--- src/hdl/pfc_pkg.sv ---
package pfc_pkg;

   localparam int BYTE_W = 8;
   localparam int PIX_W  = 16;
   localparam int IDX_W  = 21;

   typedef enum logic [2:0] {
      SRC_RGB565LE = 3'd0,
      SRC_RGB565BE = 3'd1,
      SRC_RGB888   = 3'd2,
      SRC_BGR888   = 3'd3,
      SRC_GRAY8    = 3'd4,
      SRC_YUYV     = 3'd5,
      SRC_UYVY     = 3'd6
   } src_fmt_type;

   typedef enum logic [1:0] {
      REG_SRC_FMT = 2'd0,
      REG_TGT_FMT = 2'd1,
      REG_PIX_CNT = 2'd2
   } reg_idx_type;

   typedef struct packed {
      src_fmt_type        in_fmt;
      logic               target_gray;
      logic [IDX_W-1:0]   frame_len;
      logic               restart;
   } cfg_type;

   // one complete source unit: earlier bytes shift through p2 toward p0, newest byte in b
   typedef struct packed {
      logic [BYTE_W-1:0]  p0;
      logic [BYTE_W-1:0]  p1;
      logic [BYTE_W-1:0]  p2;
      logic [BYTE_W-1:0]  b;
      src_fmt_type        fmt;
      logic               gray;
      logic               pair;
      logic               lone;
      logic               lone_zero;
      logic               last0;
      logic               last1;
   } unit_type;

   typedef struct packed {
      logic [PIX_W-1:0]   pix0;
      logic [PIX_W-1:0]   pix1;
      logic               pair;
      logic               lone;
      logic               lone_zero;
      logic               last0;
      logic               last1;
   } pix_pair_type;

endpackage

--- src/hdl/pfc_if.sv ---
interface pfc_req_if;
   logic                        valid;
   logic                        ready;
   logic [pfc_pkg::BYTE_W-1:0]  data_byte;
   modport source (output valid, output data_byte, input ready);
   modport sink   (input valid, input data_byte, output ready);
endinterface

interface pfc_rsp_if;
   logic                        valid;
   logic                        ready;
   logic [pfc_pkg::PIX_W-1:0]   pixel_value;
   logic                        last_pixel;
   modport source (output valid, output pixel_value, output last_pixel, input ready);
   modport sink   (input valid, input pixel_value, input last_pixel, output ready);
endinterface

--- src/hdl/pixel_format_converter.sv ---
// channel   dir   beat carries                     handshake
// req_ch    in    data_byte[7:0]                   valid/ready
// rsp_ch    out   pixel_value[15:0], last_pixel    valid/ready
// apb       in    psel/penable/pwrite/paddr[3:0]   pready tied high
//
// One byte per cycle unless input stalls; a pixel, once its last byte is taken,
// passes the unit register, product stage, pack stage and 4-entry output queue.
// A YUV pair adds two queue beats; they drain one per cycle while ready is high.
// Input stalls only while three or more result beats wait in the output queue.
// Synchronous reset restores the register defaults and empties the pipeline;
// a write to any of the three defined registers restarts the frame.
module pixel_format_converter #(
   parameter int MAX_PIXELS = 2073600
) (
   input  logic         clock,
   input  logic         reset,
   pfc_req_if.sink      req_ch,
   pfc_rsp_if.source    rsp_ch,
   input  logic         psel,
   input  logic         penable,
   input  logic         pwrite,
   input  logic [3:0]   paddr,
   input  logic [31:0]  pwdata,
   output logic [31:0]  prdata,
   output logic         pready
);
   import pfc_pkg::*;

   cfg_type       cfg;
   unit_type      unit;
   pix_pair_type  pix;
   logic          adv, unit_valid, pix_valid, beat;

   assign pready       = 1'b1;
   assign req_ch.ready = adv;
   assign beat         = req_ch.valid & adv;

   pfc_csr #(
      .MAX_PIXELS (MAX_PIXELS)
   ) u_csr (
      .clock   (clock),
      .reset   (reset),
      .psel    (psel),
      .penable (penable),
      .pwrite  (pwrite),
      .paddr   (paddr),
      .pwdata  (pwdata),
      .prdata  (prdata),
      .cfg     (cfg)
   );

   pfc_unpack u_unpack (
      .clock      (clock),
      .reset      (reset),
      .adv        (adv),
      .beat       (beat),
      .data_byte  (req_ch.data_byte),
      .cfg        (cfg),
      .unit_valid (unit_valid),
      .unit       (unit)
   );

   pfc_convert u_convert (
      .clock      (clock),
      .reset      (reset),
      .adv        (adv),
      .unit_valid (unit_valid),
      .unit       (unit),
      .pix_valid  (pix_valid),
      .pix        (pix)
   );

   pfc_out_queue u_out_queue (
      .clock     (clock),
      .reset     (reset),
      .pix_valid (pix_valid),
      .pix       (pix),
      .out_ready (rsp_ch.ready),
      .adv       (adv),
      .out_valid (rsp_ch.valid),
      .out_value (rsp_ch.pixel_value),
      .out_last  (rsp_ch.last_pixel)
   );

endmodule

--- src/hdl/pfc_csr.sv ---
module pfc_csr #(
   parameter int MAX_PIXELS = 2073600
) (
   input  logic              clock,
   input  logic              reset,
   input  logic              psel,
   input  logic              penable,
   input  logic              pwrite,
   input  logic [3:0]        paddr,
   input  logic [31:0]       pwdata,
   output logic [31:0]       prdata,
   output pfc_pkg::cfg_type  cfg
);
   import pfc_pkg::*;

   localparam logic [24:0] MaxPix = 25'(MAX_PIXELS);

   src_fmt_type       src_ff, src_in;
   logic              gray_ff, gray_in;
   logic [IDX_W-1:0]  count_ff, count_in;
   logic [IDX_W-1:0]  len_ff, len_in;
   logic              restart;
   logic              wr;
   logic [IDX_W-1:0]  wcount;

   assign wr     = psel & penable & pwrite;
   assign wcount = pwdata[IDX_W-1:0];

   always_comb begin
      src_in   = src_ff;
      gray_in  = gray_ff;
      count_in = count_ff;
      len_in   = len_ff;
      restart  = 1'b0;
      if (wr) begin
         unique case (reg_idx_type'(paddr[3:2]))
            REG_SRC_FMT: begin
               src_in  = src_fmt_type'(pwdata[2:0]);
               restart = 1'b1;
            end
            REG_TGT_FMT: begin
               gray_in = pwdata[0];
               restart = 1'b1;
            end
            REG_PIX_CNT: begin
               count_in = wcount;
               restart  = 1'b1;
               if (wcount == '0) begin
                  len_in = IDX_W'(1);
               end else if ({4'd0, wcount} > MaxPix) begin
                  len_in = MaxPix[IDX_W-1:0];
               end else begin
                  len_in = wcount;
               end
            end
            default: ;
         endcase
      end
   end

   always_ff @(posedge clock) begin
      if (reset) begin
         src_ff   <= SRC_RGB565LE;
         gray_ff  <= 1'b0;
         count_ff <= IDX_W'(1);
         len_ff   <= IDX_W'(1);
      end else begin
         src_ff   <= src_in;
         gray_ff  <= gray_in;
         count_ff <= count_in;
         len_ff   <= len_in;
      end
   end

   always_comb begin
      unique case (reg_idx_type'(paddr[3:2]))
         REG_SRC_FMT: prdata = {29'd0, src_ff};
         REG_TGT_FMT: prdata = {31'd0, gray_ff};
         REG_PIX_CNT: prdata = {11'd0, count_ff};
         default:     prdata = '0;
      endcase
   end

   assign cfg.in_fmt      = src_ff;
   assign cfg.target_gray = gray_ff;
   assign cfg.frame_len   = len_ff;
   assign cfg.restart     = restart;

endmodule

--- src/hdl/pfc_unpack.sv ---
module pfc_unpack (
   input  logic                        clock,
   input  logic                        reset,
   input  logic                        adv,
   input  logic                        beat,
   input  logic [pfc_pkg::BYTE_W-1:0]  data_byte,
   input  pfc_pkg::cfg_type            cfg,
   output logic                        unit_valid,
   output pfc_pkg::unit_type           unit
);
   import pfc_pkg::*;

   logic [1:0]        phase_ff, phase_in;
   logic [23:0]       held_ff, held_in;
   logic [IDX_W-1:0]  idx_ff, idx_in;
   logic              valid_ff, valid_in;
   unit_type          unit_ff, unit_in;

   logic              yuv, lone, last0, last1, fmt_ok, done, pair;
   logic [2:0]        need;
   logic [IDX_W:0]    idx_p1, idx1_p1;
   logic [IDX_W-1:0]  idx1, idx_next;

   assign yuv    = (cfg.in_fmt == SRC_YUYV) || (cfg.in_fmt == SRC_UYVY);
   assign idx_p1 = {1'b0, idx_ff} + (IDX_W+1)'(1);
   assign last0  = idx_p1 >= {1'b0, cfg.frame_len};
   assign lone   = yuv & cfg.frame_len[0] & last0;
   assign pair   = yuv & ~lone;
   assign idx1   = last0 ? '0 : idx_p1[IDX_W-1:0];
   assign idx1_p1 = {1'b0, idx1} + (IDX_W+1)'(1);
   assign last1  = idx1_p1 >= {1'b0, cfg.frame_len};
   assign idx_next = pair ? (last1 ? '0 : idx1_p1[IDX_W-1:0]) : idx1;

   always_comb begin
      fmt_ok = 1'b1;
      unique case (cfg.in_fmt)
         SRC_RGB565LE, SRC_RGB565BE: need = 3'd2;
         SRC_RGB888, SRC_BGR888:     need = 3'd3;
         SRC_GRAY8:                  need = 3'd1;
         SRC_YUYV, SRC_UYVY:         need = 3'd4;
         default: begin
            need   = 3'd1;
            fmt_ok = 1'b0;
         end
      endcase
      if (lone) begin
         need = 3'd2;
      end
   end

   assign done = ({1'b0, phase_ff} + 3'd1) >= need;

   always_comb begin
      phase_in = phase_ff;
      held_in  = held_ff;
      idx_in   = idx_ff;
      valid_in = valid_ff;
      if (adv) begin
         valid_in = 1'b0;
         if (beat && fmt_ok) begin
            if (done) begin
               valid_in = 1'b1;
               phase_in = '0;
               held_in  = '0;
               idx_in   = idx_next;
            end else begin
               phase_in = phase_ff + 2'd1;
               held_in  = {held_ff[15:0], data_byte};
            end
         end
      end
      if (cfg.restart) begin
         phase_in = '0;
         held_in  = '0;
         idx_in   = '0;
      end
   end

   always_comb begin
      unit_in.p0        = held_ff[23:16];
      unit_in.p1        = held_ff[15:8];
      unit_in.p2        = held_ff[7:0];
      unit_in.b         = data_byte;
      unit_in.fmt       = cfg.in_fmt;
      unit_in.gray      = cfg.target_gray;
      unit_in.pair      = pair;
      unit_in.lone      = lone;
      unit_in.lone_zero = cfg.frame_len == IDX_W'(1);
      unit_in.last0     = last0;
      unit_in.last1     = last1;
   end

   always_ff @(posedge clock) begin
      if (reset) begin
         phase_ff <= '0;
         held_ff  <= '0;
         idx_ff   <= '0;
         valid_ff <= 1'b0;
      end else begin
         phase_ff <= phase_in;
         held_ff  <= held_in;
         idx_ff   <= idx_in;
         valid_ff <= valid_in;
      end
   end

   always_ff @(posedge clock) begin
      if (adv && beat && fmt_ok && done) begin
         unit_ff <= unit_in;
      end
   end

   assign unit_valid = valid_ff;
   assign unit       = unit_ff;

endmodule

--- src/hdl/pfc_convert.sv ---
module pfc_convert (
   input  logic                    clock,
   input  logic                    reset,
   input  logic                    adv,
   input  logic                    unit_valid,
   input  pfc_pkg::unit_type       unit,
   output logic                    pix_valid,
   output pfc_pkg::pix_pair_type   pix
);
   import pfc_pkg::*;

   typedef enum logic [1:0] {
      MODE_DIRECT = 2'd0,
      MODE_LUMA   = 2'd1,
      MODE_YUV    = 2'd2
   } mode_type;

   typedef struct packed {
      mode_type            mode;
      logic [PIX_W-1:0]    direct0;
      logic [PIX_W-1:0]    direct1;
      logic [15:0]         lr;
      logic [15:0]         lg;
      logic [15:0]         lb;
      logic signed [19:0]  c0m;
      logic signed [19:0]  c1m;
      logic signed [19:0]  rem;
      logic signed [19:0]  gdm;
      logic signed [19:0]  gem;
      logic signed [19:0]  bdm;
      logic                pair;
      logic                lone;
      logic                lone_zero;
      logic                last0;
      logic                last1;
   } prod_type;

   function automatic logic [7:0] clip8(input logic signed [19:0] v);
      logic [7:0] r;
      if (v[19]) begin
         r = 8'd0;
      end else if (v[18:16] != 3'd0) begin
         r = 8'hFF;
      end else begin
         r = v[15:8];
      end
      return r;
   endfunction

   function automatic logic [15:0] pack565(input logic [7:0] r, input logic [7:0] g,
                                           input logic [7:0] b);
      return {r[7:3], g[7:2], b[7:3]};
   endfunction

   prod_type            prod_ff, prod_in;
   logic                prod_valid_ff;
   pix_pair_type        pix_ff, pix_in;
   logic                pix_valid_ff;

   logic [15:0]         px;
   logic [7:0]          r8, g8, b8, y0, y1, u, v;
   logic signed [19:0]  c0, c1, d, e;

   // stage 1: channel select and constant products
   always_comb begin
      px = '0;
      r8 = '0;
      g8 = '0;
      b8 = '0;
      y0 = unit.p1;
      u  = unit.p0;
      y1 = unit.b;
      v  = unit.p2;
      prod_in.mode    = MODE_DIRECT;
      prod_in.direct0 = '0;
      prod_in.direct1 = '0;
      unique case (unit.fmt)
         SRC_RGB565LE, SRC_RGB565BE: begin
            px = (unit.fmt == SRC_RGB565LE) ? {unit.b, unit.p2} : {unit.p2, unit.b};
            r8 = {px[15:11], px[15:13]};
            g8 = {px[10:5], px[10:9]};
            b8 = {px[4:0], px[4:2]};
            prod_in.mode    = unit.gray ? MODE_LUMA : MODE_DIRECT;
            prod_in.direct0 = px;
         end
         SRC_RGB888, SRC_BGR888: begin
            r8 = (unit.fmt == SRC_RGB888) ? unit.p1 : unit.b;
            g8 = unit.p2;
            b8 = (unit.fmt == SRC_RGB888) ? unit.b : unit.p1;
            prod_in.mode    = unit.gray ? MODE_LUMA : MODE_DIRECT;
            prod_in.direct0 = pack565(r8, g8, b8);
         end
         SRC_GRAY8: begin
            prod_in.direct0 = unit.gray ? {8'd0, unit.b} : pack565(unit.b, unit.b, unit.b);
         end
         SRC_YUYV, SRC_UYVY: begin
            if (unit.fmt == SRC_YUYV) begin
               y0 = unit.p0;
               u  = unit.p1;
               y1 = unit.p2;
               v  = unit.b;
            end
            prod_in.mode    = unit.gray ? MODE_DIRECT : MODE_YUV;
            prod_in.direct0 = {8'd0, y0};
            prod_in.direct1 = {8'd0, y1};
         end
         default: ;
      endcase
      if (unit.lone) begin
         prod_in.mode = MODE_DIRECT;
      end
      c0 = (y0 >= 8'd16) ? $signed({12'd0, y0}) - 20'sd16 : 20'sd0;
      c1 = (y1 >= 8'd16) ? $signed({12'd0, y1}) - 20'sd16 : 20'sd0;
      d  = $signed({12'd0, u}) - 20'sd128;
      e  = $signed({12'd0, v}) - 20'sd128;
      prod_in.lr  = {8'd0, r8} * 16'd77;
      prod_in.lg  = {8'd0, g8} * 16'd150;
      prod_in.lb  = {8'd0, b8} * 16'd29;
      prod_in.c0m = c0 * 20'sd298;
      prod_in.c1m = c1 * 20'sd298;
      prod_in.rem = e * 20'sd409;
      prod_in.gdm = d * 20'sd100;
      prod_in.gem = e * 20'sd208;
      prod_in.bdm = d * 20'sd516;
      prod_in.pair      = unit.pair;
      prod_in.lone      = unit.lone;
      prod_in.lone_zero = unit.lone_zero;
      prod_in.last0     = unit.last0;
      prod_in.last1     = unit.last1;
   end

   // stage 2: sums, clipping and packing
   logic [15:0]         luma_sum;
   logic signed [19:0]  r0s, g0s, b0s, r1s, g1s, b1s;

   always_comb begin
      luma_sum = prod_ff.lr + prod_ff.lg + prod_ff.lb;
      r0s = prod_ff.c0m + prod_ff.rem + 20'sd128;
      g0s = prod_ff.c0m - prod_ff.gdm - prod_ff.gem + 20'sd128;
      b0s = prod_ff.c0m + prod_ff.bdm + 20'sd128;
      r1s = prod_ff.c1m + prod_ff.rem + 20'sd128;
      g1s = prod_ff.c1m - prod_ff.gdm - prod_ff.gem + 20'sd128;
      b1s = prod_ff.c1m + prod_ff.bdm + 20'sd128;
      unique case (prod_ff.mode)
         MODE_LUMA: begin
            pix_in.pix0 = {8'd0, luma_sum[15:8]};
            pix_in.pix1 = '0;
         end
         MODE_YUV: begin
            pix_in.pix0 = pack565(clip8(r0s), clip8(g0s), clip8(b0s));
            pix_in.pix1 = pack565(clip8(r1s), clip8(g1s), clip8(b1s));
         end
         default: begin
            pix_in.pix0 = prod_ff.direct0;
            pix_in.pix1 = prod_ff.direct1;
         end
      endcase
      pix_in.pair      = prod_ff.pair;
      pix_in.lone      = prod_ff.lone;
      pix_in.lone_zero = prod_ff.lone_zero;
      pix_in.last0     = prod_ff.last0;
      pix_in.last1     = prod_ff.last1;
   end

   always_ff @(posedge clock) begin
      if (reset) begin
         prod_valid_ff <= 1'b0;
         pix_valid_ff  <= 1'b0;
      end else if (adv) begin
         prod_valid_ff <= unit_valid;
         pix_valid_ff  <= prod_valid_ff;
      end
   end

   always_ff @(posedge clock) begin
      if (adv) begin
         prod_ff <= prod_in;
         pix_ff  <= pix_in;
      end
   end

   assign pix_valid = pix_valid_ff;
   assign pix       = pix_ff;

endmodule

--- src/hdl/pfc_out_queue.sv ---
module pfc_out_queue (
   input  logic                        clock,
   input  logic                        reset,
   input  logic                        pix_valid,
   input  pfc_pkg::pix_pair_type       pix,
   input  logic                        out_ready,
   output logic                        adv,
   output logic                        out_valid,
   output logic [pfc_pkg::PIX_W-1:0]   out_value,
   output logic                        out_last
);
   import pfc_pkg::*;

   localparam int Depth = 4;
   localparam int PtrW  = $clog2(Depth);

   logic [PIX_W-1:0]  val_mem [Depth];
   logic              last_mem [Depth];

   logic [PtrW-1:0]   wr_ff, wr_in, rd_ff, rd_in;
   logic [PtrW:0]     cnt_ff, cnt_in;
   logic [PIX_W-1:0]  prev_ff, prev_in;
   logic              push, pop;
   logic [PIX_W-1:0]  val0;
   logic [PtrW-1:0]   wr_next;

   // pipeline advances only while two slots are free, enough for a YUV pair
   assign adv     = cnt_ff <= (PtrW+1)'(Depth - 2);
   assign push    = pix_valid & adv;
   assign out_valid = cnt_ff != '0;
   assign pop     = out_valid & out_ready;
   assign wr_next = wr_ff + PtrW'(1);
   assign val0    = pix.lone ? (pix.lone_zero ? '0 : prev_ff) : pix.pix0;

   always_comb begin
      wr_in   = wr_ff;
      rd_in   = rd_ff;
      cnt_in  = cnt_ff;
      prev_in = prev_ff;
      if (push) begin
         wr_in   = pix.pair ? wr_ff + PtrW'(2) : wr_next;
         cnt_in  = cnt_ff + (pix.pair ? (PtrW+1)'(2) : (PtrW+1)'(1));
         prev_in = pix.pair ? pix.pix1 : val0;
      end
      if (pop) begin
         rd_in  = rd_ff + PtrW'(1);
         cnt_in = cnt_in - (PtrW+1)'(1);
      end
   end

   always_ff @(posedge clock) begin
      if (reset) begin
         wr_ff   <= '0;
         rd_ff   <= '0;
         cnt_ff  <= '0;
         prev_ff <= '0;
      end else begin
         wr_ff   <= wr_in;
         rd_ff   <= rd_in;
         cnt_ff  <= cnt_in;
         prev_ff <= prev_in;
      end
   end

   always_ff @(posedge clock) begin
      if (push) begin
         val_mem[wr_ff]  <= val0;
         last_mem[wr_ff] <= pix.last0;
         if (pix.pair) begin
            val_mem[wr_next]  <= pix.pix1;
            last_mem[wr_next] <= pix.last1;
         end
      end
   end

   assign out_value = val_mem[rd_ff];
   assign out_last  = last_mem[rd_ff];

endmodule

--- src/flat_wrapper.sv ---
// flat-port wrapper written by rule: the top's interface ports become plain ports
module pixel_format_converter_flat import pfc_pkg::*;
#(
   parameter int MAX_PIXELS = 2073600
)
  (clock, reset, psel, penable, pwrite, paddr, pwdata, prdata, pready, req_ch_valid, req_ch_data_byte, req_ch_ready, rsp_ch_valid, rsp_ch_pixel_value, rsp_ch_last_pixel, rsp_ch_ready);
  pfc_req_if req_ch_i ();
  pfc_rsp_if rsp_ch_i ();
  input  logic clock;
  input  logic reset;
  input  logic psel;
  input  logic penable;
  input  logic pwrite;
  input  logic [3:0] paddr;
  input  logic [31:0] pwdata;
  output logic [31:0] prdata;
  output logic pready;
  input wire logic [$bits(req_ch_i.valid)-1:0] req_ch_valid;
  input wire logic [$bits(req_ch_i.data_byte)-1:0] req_ch_data_byte;
  output wire logic [$bits(req_ch_i.ready)-1:0] req_ch_ready;
  output wire logic [$bits(rsp_ch_i.valid)-1:0] rsp_ch_valid;
  output wire logic [$bits(rsp_ch_i.pixel_value)-1:0] rsp_ch_pixel_value;
  output wire logic [$bits(rsp_ch_i.last_pixel)-1:0] rsp_ch_last_pixel;
  input wire logic [$bits(rsp_ch_i.ready)-1:0] rsp_ch_ready;
  assign req_ch_i.valid = req_ch_valid;
  assign req_ch_i.data_byte = req_ch_data_byte;
  assign req_ch_ready = req_ch_i.ready;
  assign rsp_ch_valid = rsp_ch_i.valid;
  assign rsp_ch_pixel_value = rsp_ch_i.pixel_value;
  assign rsp_ch_last_pixel = rsp_ch_i.last_pixel;
  assign rsp_ch_i.ready = rsp_ch_ready;
  pixel_format_converter #(.MAX_PIXELS(MAX_PIXELS)) u_core (.clock(clock), .reset(reset), .req_ch(req_ch_i), .rsp_ch(rsp_ch_i), .psel(psel), .penable(penable), .pwrite(pwrite), .paddr(paddr), .pwdata(pwdata), .prdata(prdata), .pready(pready));
endmodule
--- config.mk ---
export PLATFORM = sky130hd
export DESIGN_NAME = pixel_format_converter_flat
export DESIGN_NICKNAME = d
export VERILOG_FILES = /design/src/hdl/pfc_pkg.sv /design/src/hdl/pfc_if.sv /design/src/hdl/pixel_format_converter.sv /design/src/hdl/pfc_csr.sv /design/src/hdl/pfc_unpack.sv /design/src/hdl/pfc_convert.sv /design/src/hdl/pfc_out_queue.sv /design/src/flat_wrapper.sv
export SDC_FILE = /design/constraint.sdc
export NUM_CORES = 2
export LEC_CHECK = 0
export ABC_AREA = 1
export BUFFER_PORTS_ARGS = -buffer_cell sky130_fd_sc_hd__buf_2
export CAP_MARGIN = 15
export CORE_ASPECT_RATIO = 1.75
export CORE_MARGIN = 4
export CORE_UTILIZATION = 60
export DETAILED_ROUTE_END_ITERATION = 10
export GPL_TIMING_DRIVEN = 0
export HOLD_SLACK_MARGIN = 0.06
export MAX_ROUTING_LAYER = met4
export PLACE_DENSITY = 0.85
export SYNTH_ARGS = -nofsm -noshare
export SYNTH_HDL_FRONTEND = slang
export SYNTH_SLANG_ARGS = --single-unit
--- constraint.sdc ---
create_clock -name clock -period 9.3 [get_ports clock]
set_input_delay 1.86 -clock clock [delete_from_list [all_inputs] [get_ports clock]]
set_output_delay 1.86 -clock clock [all_outputs]
set_load 0.02 [all_outputs]
==> impl_results.md <==
- Non-Filler Instances: 5005
- Initial Util: 60.9%
- Pre-CTS setup slack: 2.61 ns
- Req. time, crit path: 9.81 ns
- HP Start: u_core.u_convert.pix_in[1]
- Cts bufs inserted: 42
- Nets: 4944
- Routed vias: 29200
- Syn Area/Cell: 8.77 um2
- Fin. Hold Viols: 0
- PortBufs: 77
- Critical Path Start: u_core.u_unpack.idx_ff[0]
- # resized after CTS: 0
- EDFF count, synth: 319
- Hold Slack: 0.417 ns
- H-tree depth: 2
- Critical path type: register to register
- DRC Markers: 1
- Critical R2R Launch: u_core.u_unpack.idx_ff[0]
- HPWL Detailed: 80.4 mm
- ANT cells: 0
- CP endpoint kind: register
- CP delay by family, top: simple AND/OR/NAND/NOR gates
- Initial antenna violation count: 0
- CP most frequent cell: nand2_1
- Clk root buf: clkbuf_16
- Worst hold path class: register to register
- Gpl congestion: 1.05
- Total track usage: 32.3%
- Placed Instances: 4928
- Routed WL per cell: 19.9 um
- Synth Flop Type: edfxtp_1
- Synth Warn #: 0
- Final Max Tran Viols: 0
- Max FO, Critical Path: 10
- Status: complete, but fails checks
- Vias per inst: 5.83
- Maxcap violations: 0
- Hold_buf cts: 0
- Remaining antenna violation count: 0
- Synth top cells by count: 671 x nand2_1, 619 x inv_1, 574 x ha_1
- CP bufs+invs: 4
- Crit path time final: 6.77 ns
- Final setup violation count: 0
- First-pass iteration count of the detailed router: 9
- Layout cells sized above 1: 5.91%
- Vias in the first global route: 29500
- Worst EP arrival: 7.28 ns
- Crit path largest cell delay: 0.44 ns
- Fmax: 148 MHz
- Failing checks: design-rule violations
- Clk buf depth: 3
- Mapped Cells: 4059
- Cell Area, Synth: 35600 um2
- Sequential share of the synthesized area: 33.7%
- Core area: 58400 um2
- Synthesis-to-layout area growth: 8.20%
- Boundary Pins: 103
- Post-CTS setup buffer count: 0
- Asr flop ratio synth: 0%
- Die H: 330 um
- Area contributors post-synth: edfxtp_1 27%, ha_1 20%, nand2_1 7.1%, dfxtp_1 6.8%, fa_1 6.7%
- CTS tree: yes
- Site Rows: 117
- Top-count cell post-synth: nand2_1
- Clock Skews: 0.0272 ns
- Final Routed Wirelength: 99.8 mm
- First-pass GRT wire length: 154 mm
- Die area: 63400 um2
- GR Overflow Total: 0
- Synth cell types: 56
- Sink Count: 440
- 1st-iter DRT viols: 2116
- Startpoint types: register
- Worst skew pair latency: 0.60 ns
- Final worst slack: 2.53 ns
- Die W: 192 um
- Synth top area share: 26.9%
- Reg clk slew, reported paths: 0.07 ns
- Relative slew slack: 15.1%
- RSZ-0062 raised after global routing: no
- Slowest library cell on the worst path: dfxtp_1
- Final critical-path share of the clock period: 72.8%
- Synth area leader: edfxtp_1
- Largest net degree at the start of global routing: 135
- FF+latch count, synth: 440
- Actual slew at the worst max-slew pin: 1.26 ns
flip-flops by register name (all words and copies together) (netlist names), named ones only:
name,count
u_core.u_convert.pix_in,5
u_core.u_convert.prod_valid_ff,1
u_core.u_unpack.held_ff,24
u_core.u_out_queue.last_mem,4
u_core.u_unpack.unit,41
u_core.u_unpack.idx_ff,21
u_core.u_csr.gray_ff,1
u_core.u_out_queue.prev_ff,16
u_core.u_convert.pix_valid,1
u_core.u_out_queue.wr_ff,2
u_core.u_out_queue.val_mem,64
u_core.u_out_queue.rd_ff,2
u_core.u_unpack.phase_ff,2
u_core.u_convert.prod_ff,168
u_core.u_out_queue.cnt_ff,3
u_core.u_convert.pix,37
u_core.u_csr.src_ff,3
u_core.u_csr.count_ff,21
u_core.u_unpack.unit_valid,1
u_core.u_csr.len_ff,21
through the flow:
step	utilization [%]	setup TNS, ns	instance area [um2]
final	65.9	0	38500
after global routing	65.9	0	38500
after CTS	65.9	0	38500
after detailed placement	63.5	0	37100
after global placement	63.3	-231.19	37000
after floorplan	-	0	35600
final cells by class:
cell class,count,area [um2]
clock inverters,23,294
repair buffers,87,500
inverters,628,2360
clock buffers,53,1100
fillers,4654,19900
flip-flops and latches,440,12000
well taps,773,967
multi-input cells,2909,20800
plain buffers,92,443
path summary, 6_finish.rpt:
path	cells past startpoint	to	slack, ns
min	0	u_core.u_convert.pix[1]	0.42
max	38	u_core.u_unpack.idx_ff[16]	2.53
max reg2reg	38	u_core.u_unpack.idx_ff[16]	2.53
min reg2reg	0	u_core.u_convert.pix[1]	0.42
per-layer routing:
layer  vias up  part of all wire (%)  GRT usage [%]
li1      14000                     -              -
met1     13600                    34           31.8
met2      1097                    51           56.4
met3       504                   5.0           3.39
met4         0                    11           27.3
met5         -                     0              -
logic make-up (layout without fill, tap and decap cells):
| group | Yosys count | after routing | share of synthesized area (%) |
|---|---|---|---|
| AO/OA/AOI/OAI | 751 | 751 | 11.9 |
| XOR/XNOR | 173 | 173 | 4.28 |
| adder cells (fa/ha/maj) | 693 | 693 | 26.9 |
| buffers and inverters | 720 | 883 | 7.87 |
| flip-flops | 440 | 440 | 33.7 |
| other | 2 | 12 | 0.0211 |
| AND/OR/NAND/NOR | 1280 | 1280 | 15.3 |
layout by cell type (no fill, tap or decap), types with 119 or more instances in the layout:
cell type,instances
inv_1,618
dfxtp_1,121
nand3_1,129
a21oi_1,257
edfxtp_1,319
nand2_1,671
nor2_1,327
fa_1,119
ha_1,574
o21ai_0,259
Power is left out: the tool's default activity adds up to more than one toggle a clock period on the data nets, which glitch-free logic cannot reach.
